===== config.mk =====
export PLATFORM = sky130hd
export DESIGN_NAME = imac_ctrl
export DESIGN_NICKNAME = d
export VERILOG_FILES = /design/src/sv/imac_pkg.sv /design/src/sv/imac_ctrl.sv
export SDC_FILE = /design/constraint.sdc
export NUM_CORES = 1
export LEC_CHECK = 0
export BUFFER_PORTS_ARGS = -buffer_cell sky130_fd_sc_hd__buf_2
export CAP_MARGIN = 20
export CORE_MARGIN = 2
export CORE_UTILIZATION = 45
export DETAILED_ROUTE_END_ITERATION = 7
export HOLD_SLACK_MARGIN = 0.1
export MAX_ROUTING_LAYER = met4
export PLACE_DENSITY = 0.76
export SLEW_MARGIN = 40
export SYNTH_ARGS = -nofsm -noshare
export SYNTH_HDL_FRONTEND = slang
export SYNTH_SLANG_ARGS = --single-unit

===== constraint.sdc =====
create_clock -name clock -period 6.5 [get_ports clock]
set_clock_uncertainty 0.15 [all_clocks]
set_input_delay 1.95 -clock clock [delete_from_list [all_inputs] [get_ports clock]]
set_output_delay 1.95 -clock clock [all_outputs]
set_load 0.01 [all_outputs]

===== src/sv/imac_pkg.sv =====
// imac_pkg: shared constants, tables, types and functions of the merkle accumulator
// used by every file of the block but imac_ram; depends on nothing

package imac_pkg;

   localparam int MaxLeaves  = 1024;
   localparam int LevelCount = 11;
   localparam int Capacity   = (MaxLeaves < (1 << (LevelCount - 1))) ?
                               MaxLeaves : (1 << (LevelCount - 1));
   localparam int CountW     = $clog2(Capacity + 1);
   localparam int PosW       = $clog2(Capacity);
   localparam int LvW        = $clog2(LevelCount);
   localparam int ModeW      = 2;
   localparam int IdxW       = 10;
   localparam int StatusW    = 2;
   localparam int WordW      = 64;
   localparam int HashW      = 256;
   localparam int BlockW     = 512;
   localparam int OffW       = 17;
   localparam logic [OffW-1:0] OffLimit = OffW'(32'h0000_FFFF);

   function automatic int level_size(input int lv);
      return ((Capacity - 1) >> lv) + 1;
   endfunction

   function automatic int node_total();
      int sum;
      sum = 0;
      for (int k = 0; k < LevelCount; k++) sum += level_size(k);
      return sum;
   endfunction

   localparam int NodeCount = node_total();
   localparam int AddrW     = $clog2(NodeCount);

   typedef logic [AddrW-1:0] base_tbl_type [LevelCount];

   function automatic base_tbl_type calc_base();
      base_tbl_type tbl;
      int sum;
      sum = 0;
      for (int k = 0; k < LevelCount; k++) begin
         tbl[k] = AddrW'(sum);
         sum += level_size(k);
      end
      return tbl;
   endfunction

   localparam base_tbl_type LevelBase = calc_base();

   // request modes
   localparam logic [ModeW-1:0] MODE_APPEND = 2'd0;
   localparam logic [ModeW-1:0] MODE_VERIFY = 2'd1;
   localparam logic [ModeW-1:0] MODE_ROOT   = 2'd2;
   localparam logic [ModeW-1:0] MODE_NONE   = 2'd3;

   // response status codes
   localparam logic [StatusW-1:0] ST_OK       = 2'd0;
   localparam logic [StatusW-1:0] ST_BAD      = 2'd1;
   localparam logic [StatusW-1:0] ST_FULL     = 2'd2;
   localparam logic [StatusW-1:0] ST_MISMATCH = 2'd3;

   localparam logic [31:0] RoundK [64] = '{
      32'h428a2f98, 32'h71374491, 32'hb5c0fbcf, 32'he9b5dba5,
      32'h3956c25b, 32'h59f111f1, 32'h923f82a4, 32'hab1c5ed5,
      32'hd807aa98, 32'h12835b01, 32'h243185be, 32'h550c7dc3,
      32'h72be5d74, 32'h80deb1fe, 32'h9bdc06a7, 32'hc19bf174,
      32'he49b69c1, 32'hefbe4786, 32'h0fc19dc6, 32'h240ca1cc,
      32'h2de92c6f, 32'h4a7484aa, 32'h5cb0a9dc, 32'h76f988da,
      32'h983e5152, 32'ha831c66d, 32'hb00327c8, 32'hbf597fc7,
      32'hc6e00bf3, 32'hd5a79147, 32'h06ca6351, 32'h14292967,
      32'h27b70a85, 32'h2e1b2138, 32'h4d2c6dfc, 32'h53380d13,
      32'h650a7354, 32'h766a0abb, 32'h81c2c92e, 32'h92722c85,
      32'ha2bfe8a1, 32'ha81a664b, 32'hc24b8b70, 32'hc76c51a3,
      32'hd192e819, 32'hd6990624, 32'hf40e3585, 32'h106aa070,
      32'h19a4c116, 32'h1e376c08, 32'h2748774c, 32'h34b0bcb5,
      32'h391c0cb3, 32'h4ed8aa4a, 32'h5b9cca4f, 32'h682e6ff3,
      32'h748f82ee, 32'h78a5636f, 32'h84c87814, 32'h8cc70208,
      32'h90befffa, 32'ha4506ceb, 32'hbef9a3f7, 32'hc67178f2};

   localparam logic [31:0] InitHash [8] = '{
      32'h6a09e667, 32'hbb67ae85, 32'h3c6ef372, 32'ha54ff53a,
      32'h510e527f, 32'h9b05688c, 32'h1f83d9ab, 32'h5be0cd19};

   // padding block of a 64-byte message
   localparam logic [BlockW-1:0] PadBlock = {32'h8000_0000, 448'd0, 32'd512};

   typedef enum logic [4:0] {
      OP_NONE,
      OP_CAPTURE,
      OP_SET_STATUS,
      OP_APPEND_LEAF,
      OP_INIT_VERIFY,
      OP_INIT_ROOT,
      OP_READ_LEFT,
      OP_READ_SELF,
      OP_READ_ROOT,
      OP_SRCH_READ,
      OP_SRCH_INIT,
      OP_SRCH_NEXT,
      OP_ADVANCE,
      OP_LEVEL_UP,
      OP_HASH_LR,
      OP_HASH_DR,
      OP_STORE_PARENT,
      OP_TAKE_HASH,
      OP_COMPARE,
      OP_TAKE_ROOT,
      OP_RSP_LOAD
   } op_type;

   typedef struct packed {
      op_type              op;
      logic [StatusW-1:0]  status;
   } cmd_type;

   typedef struct packed {
      logic [ModeW-1:0] mode;
      logic full;
      logic idx_bad;
      logic empty;
      logic order_zero;
      logic order_odd;
      logic lv_top;
      logic has_next;
      logic srch_hit;
      logic srch_stop;
      logic hash_done;
      logic rsp_busy;
   } flags_type;

   function automatic logic [31:0] rotr(input logic [31:0] x, input int n);
      logic [63:0] dbl;
      dbl = {x, x} >> n;
      return dbl[31:0];
   endfunction

endpackage


===== src/sv/imac_ctrl.sv =====
// imac_ctrl: sequencer for append, verify and root read transactions
// issues imac_pkg::cmd_type to imac_datapath and reads its flags

module imac_ctrl (
   input  logic                 clock,
   input  logic                 reset,
   input  logic                 req_valid,
   input  imac_pkg::flags_type  flags,
   output imac_pkg::cmd_type    cmd,
   output logic                 req_ready
);

   typedef enum logic [13:0] {
      S_IDLE     = 14'b00000000000001,
      S_DISPATCH = 14'b00000000000010,
      S_A_STEP   = 14'b00000000000100,
      S_A_RD     = 14'b00000000001000,
      S_A_HASH   = 14'b00000000010000,
      S_V_STEP   = 14'b00000000100000,
      S_V_RDL    = 14'b00000001000000,
      S_V_SRCH   = 14'b00000010000000,
      S_V_RDR    = 14'b00000100000000,
      S_V_HASH   = 14'b00001000000000,
      S_V_CMP    = 14'b00010000000000,
      S_R_STEP   = 14'b00100000000000,
      S_R_RD     = 14'b01000000000000,
      S_DONE     = 14'b10000000000000
   } state_type;

   state_type state_ff, state_in;

   always_comb begin
      state_in   = state_ff;
      cmd.op     = imac_pkg::OP_NONE;
      cmd.status = imac_pkg::ST_OK;
      unique case (state_ff)
         S_IDLE: begin
            if (req_valid) begin
               cmd.op   = imac_pkg::OP_CAPTURE;
               state_in = S_DISPATCH;
            end
         end
         S_DISPATCH: begin
            unique case (flags.mode)
               imac_pkg::MODE_APPEND: begin
                  if (flags.full) begin
                     cmd.op     = imac_pkg::OP_SET_STATUS;
                     cmd.status = imac_pkg::ST_FULL;
                     state_in   = S_DONE;
                  end else begin
                     cmd.op   = imac_pkg::OP_APPEND_LEAF;
                     state_in = S_A_STEP;
                  end
               end
               imac_pkg::MODE_VERIFY: begin
                  if (flags.idx_bad) begin
                     cmd.op     = imac_pkg::OP_SET_STATUS;
                     cmd.status = imac_pkg::ST_BAD;
                     state_in   = S_DONE;
                  end else begin
                     cmd.op   = imac_pkg::OP_INIT_VERIFY;
                     state_in = S_V_STEP;
                  end
               end
               imac_pkg::MODE_ROOT: begin
                  if (flags.empty) begin
                     cmd.op     = imac_pkg::OP_SET_STATUS;
                     cmd.status = imac_pkg::ST_BAD;
                     state_in   = S_DONE;
                  end else begin
                     cmd.op   = imac_pkg::OP_INIT_ROOT;
                     state_in = S_R_STEP;
                  end
               end
               imac_pkg::MODE_NONE: begin
                  cmd.op     = imac_pkg::OP_SET_STATUS;
                  cmd.status = imac_pkg::ST_BAD;
                  state_in   = S_DONE;
               end
               default: state_in = S_DONE;
            endcase
         end
         // append: combine with the stored left sibling wherever the node is a right child
         S_A_STEP: begin
            priority if (flags.order_zero || flags.lv_top) begin
               state_in = S_DONE;
            end else if (flags.order_odd) begin
               cmd.op   = imac_pkg::OP_READ_LEFT;
               state_in = S_A_RD;
            end else begin
               cmd.op = imac_pkg::OP_ADVANCE;
            end
         end
         S_A_RD: begin
            cmd.op   = imac_pkg::OP_HASH_LR;
            state_in = S_A_HASH;
         end
         S_A_HASH: begin
            if (flags.hash_done) begin
               cmd.op   = imac_pkg::OP_STORE_PARENT;
               state_in = S_A_STEP;
            end
         end
         S_V_STEP: begin
            priority if (!flags.has_next) begin
               cmd.op   = imac_pkg::OP_READ_SELF;
               state_in = S_V_CMP;
            end else if (flags.order_odd) begin
               cmd.op   = imac_pkg::OP_READ_LEFT;
               state_in = S_V_RDL;
            end else begin
               cmd.op   = imac_pkg::OP_SRCH_INIT;
               state_in = S_V_SRCH;
            end
         end
         S_V_RDL: begin
            cmd.op   = imac_pkg::OP_HASH_LR;
            state_in = S_V_HASH;
         end
         // left child: look for the right sibling at its own level, then level by level lower, position doubled
         S_V_SRCH: begin
            priority if (flags.srch_hit) begin
               cmd.op   = imac_pkg::OP_SRCH_READ;
               state_in = S_V_RDR;
            end else if (flags.srch_stop) begin
               cmd.op   = imac_pkg::OP_ADVANCE;
               state_in = S_V_STEP;
            end else begin
               cmd.op = imac_pkg::OP_SRCH_NEXT;
            end
         end
         S_V_RDR: begin
            cmd.op   = imac_pkg::OP_HASH_DR;
            state_in = S_V_HASH;
         end
         S_V_HASH: begin
            if (flags.hash_done) begin
               cmd.op   = imac_pkg::OP_TAKE_HASH;
               state_in = S_V_STEP;
            end
         end
         S_V_CMP: begin
            cmd.op   = imac_pkg::OP_COMPARE;
            state_in = S_DONE;
         end
         S_R_STEP: begin
            if (flags.has_next) begin
               cmd.op = imac_pkg::OP_LEVEL_UP;
            end else begin
               cmd.op   = imac_pkg::OP_READ_ROOT;
               state_in = S_R_RD;
            end
         end
         S_R_RD: begin
            cmd.op   = imac_pkg::OP_TAKE_ROOT;
            state_in = S_DONE;
         end
         S_DONE: begin
            if (!flags.rsp_busy) begin
               cmd.op   = imac_pkg::OP_RSP_LOAD;
               state_in = S_IDLE;
            end
         end
         default: state_in = S_IDLE;
      endcase
   end

   always_ff @(posedge clock) begin
      if (reset) begin
         state_ff <= S_IDLE;
      end else begin
         state_ff <= state_in;
      end
   end

   assign req_ready = (state_ff == S_IDLE);

   a_hash_wait: assert property (@(posedge clock) disable iff (reset)
      (state_ff == S_A_HASH && !flags.hash_done) |=> state_ff == S_A_HASH)
      else $error("append left hash wait early");

   a_rsp_hold: assert property (@(posedge clock) disable iff (reset)
      (state_ff == S_DONE && flags.rsp_busy) |-> cmd.op != imac_pkg::OP_RSP_LOAD)
      else $error("response register overwritten while stalled");

   a_accept_idle: assert property (@(posedge clock) disable iff (reset)
      (cmd.op == imac_pkg::OP_CAPTURE) |=> state_ff == S_DISPATCH)
      else $error("captured transaction not dispatched");

endmodule


==> results.cfg <==
[global_route]
grt_pass1_wl_um = 5070
grt_max_degree = 11
antenna_found_initial = 0
grtUsageTotal_pct = 24.7
gr-total-overflow = 0
grt_pass1_vias = 1155

[route]
route.met3.wl_um = 267
wl_um = 3190
dr.pass1.iters = 4
wl_met1_um = 1360
routedWlPerCell_um = 15.5
viasPerCell = 6.30
route.detailed.drc = 0
top_layer = met4
vias = 1292
drtAntennaViolNets = 0
first_iter_violations = 65
dr_wl_met2_um = 1490

[cts]
tritoncts = built
cts_sinks = 14
clk_pin_slew_ns = 0.08
cts_resized = 0
cts-htree-levels = 1
cts_setup_buffers = 0
root_buffer = clkbuf_4
clock_tree.buffer_depth = 2
cts_buffers = 3
insertion_delay_ns = 0.28
holdBufCountCts = 0

[worst_setup_path]
crit_type = primary input to output port
crit_path_max_fanout = 4
cp.required_ns = 4.40
cp.arrival_ns = 3.06
end_kind = output port
crit_path_start_kind = primary input

[finish]
layout.nets = 193
antenna_cells = 0
largest-register = state_ff
fill_cells = 239
largest_reg_flops = 14
multi_input_comb_area_um2 = 802
regArea_um2 = 280
area_delta_synth_final_pct = 12.1
largest_registers = state_ff x14
drive_gt1_share_pct = 19.4
finalNonFillerCells = 205
postLayoutCoreUtil_pct = 52.6

[timing]
setup_viol = 0
finalHoldViolations = 0
tightest_slew_ns = 0.520
hold_ws_ns = 0.444
drv_slew = 0
relSlewSlack_pct = 65.0
timing.setup.tns_ns = 0
fin_crit_sh_pct = 79.4
post-route-min-period_ns = 5.16
rsz0062_at_grt = no
fmax_mhz = 194

[logic_synthesis]
syn_inst = 155
synth_largest_area_cell = dfxtp_1
synth_warnings = 0
synth_edf_count = 0
syn_area_um2 = 1150
ys_types = 46
synthTopCellsByArea = dfxtp_1 24%, nor4_1 4.9%, nand2_1 4.6%
synth_common_cells = 14 x dfxtp_1, 14 x nand2_1, 13 x nor2_1
yosysTopAreaCellShare_pct = 24.3
synthArstFlopShare_pct = 0
postSynthAreaPerCell_um2 = 7.43
synth.net_count = 171
ys_seq_elements = 14
synth_flop_cell = dfxtp_1
seq_area_frac_synth_pct = 24.3

[place]
port_buffers = 23
dp.cells = 202
routabilityCongestion = 0.954
dp_hpwl_um = 2560

[die]
coreArea_um2 = 2450
rows = 18
die_h_um = 54.6
dieWidth_um = 54.6
die_area_um2 = 2980
io_pins = 24
start_util_pct = 46.9

[power_and_ir_drop]
ir_drop_mv = 0.143
cellLeakagePower_nw = 0.550
power_density_nw_per_um2 = 165

[hold_path]
min-delay-path-class = flop to flop

[job]
cap_violations = 0

[outcome]
status = finished clean
[kinds of logic after synthesis]
logic type,synth area share [%]
AO/OA/AOI/OAI,18.5
XOR/XNOR,4.56
buffers and inverters,6.08
flip-flops,24.3
AND/OR/NAND/NOR,46.6
[per-stage QoR]
stage          worst slack, ns  instance area (µm²)  power [mW]
6_report                  1.34                 1290       0.213
2_1_floorplan             1.60                 1150       0.143
3_3_place_gp              1.33                 1270       0.165
4_1_cts                   1.35                 1290       0.213
3_5_place_dp              1.36                 1270       0.166
5_1_grt                   1.28                 1290       0.225
[final timing paths]
| path | from | end | slack, ns | cells past startpoint |
|---|---|---|---|---|
| setup / recovery | flags[5] | cmd[5] | 1.34 | 5 |
| hold / removal | state_ff[13] | state_ff[13] | 0.44 | 2 |
| setup reg to reg | state_ff[0] | state_ff[2] | 4.21 | 6 |
| hold reg to reg | state_ff[13] | state_ff[13] | 0.44 | 2 |
[routing by layer]
metal / global-route usage, % / up-vias
met2: 38.9 / 66
met3: 3.55 / 9
met4: 7.92 / 0
met5: - / -
li1: - / 627
met1: 32.3 / 590
[area by class of cell]
class,count,share of cell area (%)
multi-input cells,126,62.1
flip-flops and latches,14,21.7
repair buffers,23,8.91
well taps,30,2.91
inverters,9,2.62
clock buffers,3,1.74
[critical path, stage by stage]
cell and delay (ns):
buf_2 0.10, or4_1 0.61, a21oi_1 0.16, or3_1 0.12
buf_2 0.12
[cell usage in the layout, fill, tap and decap left out, types with 3 or more instances in the layout]
master / n
nor4b_1: 4
nor3_1: 5
inv_1: 9
nor2_1: 13
a21oi_1: 9
and2_1: 3
nand2_1: 14
nor4_1: 9
nand3b_1: 3
xor2_1: 3
clkbuf_4: 3
nor3b_1: 3
dfxtp_1: 14
nand3_1: 8
buf_2: 23
o21ai_0: 7
nor3_2: 3
nand4_1: 5
xnor2_1: 3
[power breakdown]
| part | internal [mW] | total, mW | switching, mW | leakage (nW) |
|---|---|---|---|---|
| clock network | 0.0215 | 0.0491 | 0.0276 | 0.0138 |
| registers | 0.0893 | 0.0959 | 0.00665 | 0.113 |
| logic | 0.0285 | 0.0685 | 0.0399 | 0.423 |
| total | 0.139 | 0.213 | 0.0742 | 0.550 |
No activity file was read; power rests on OpenSTA's default activity.
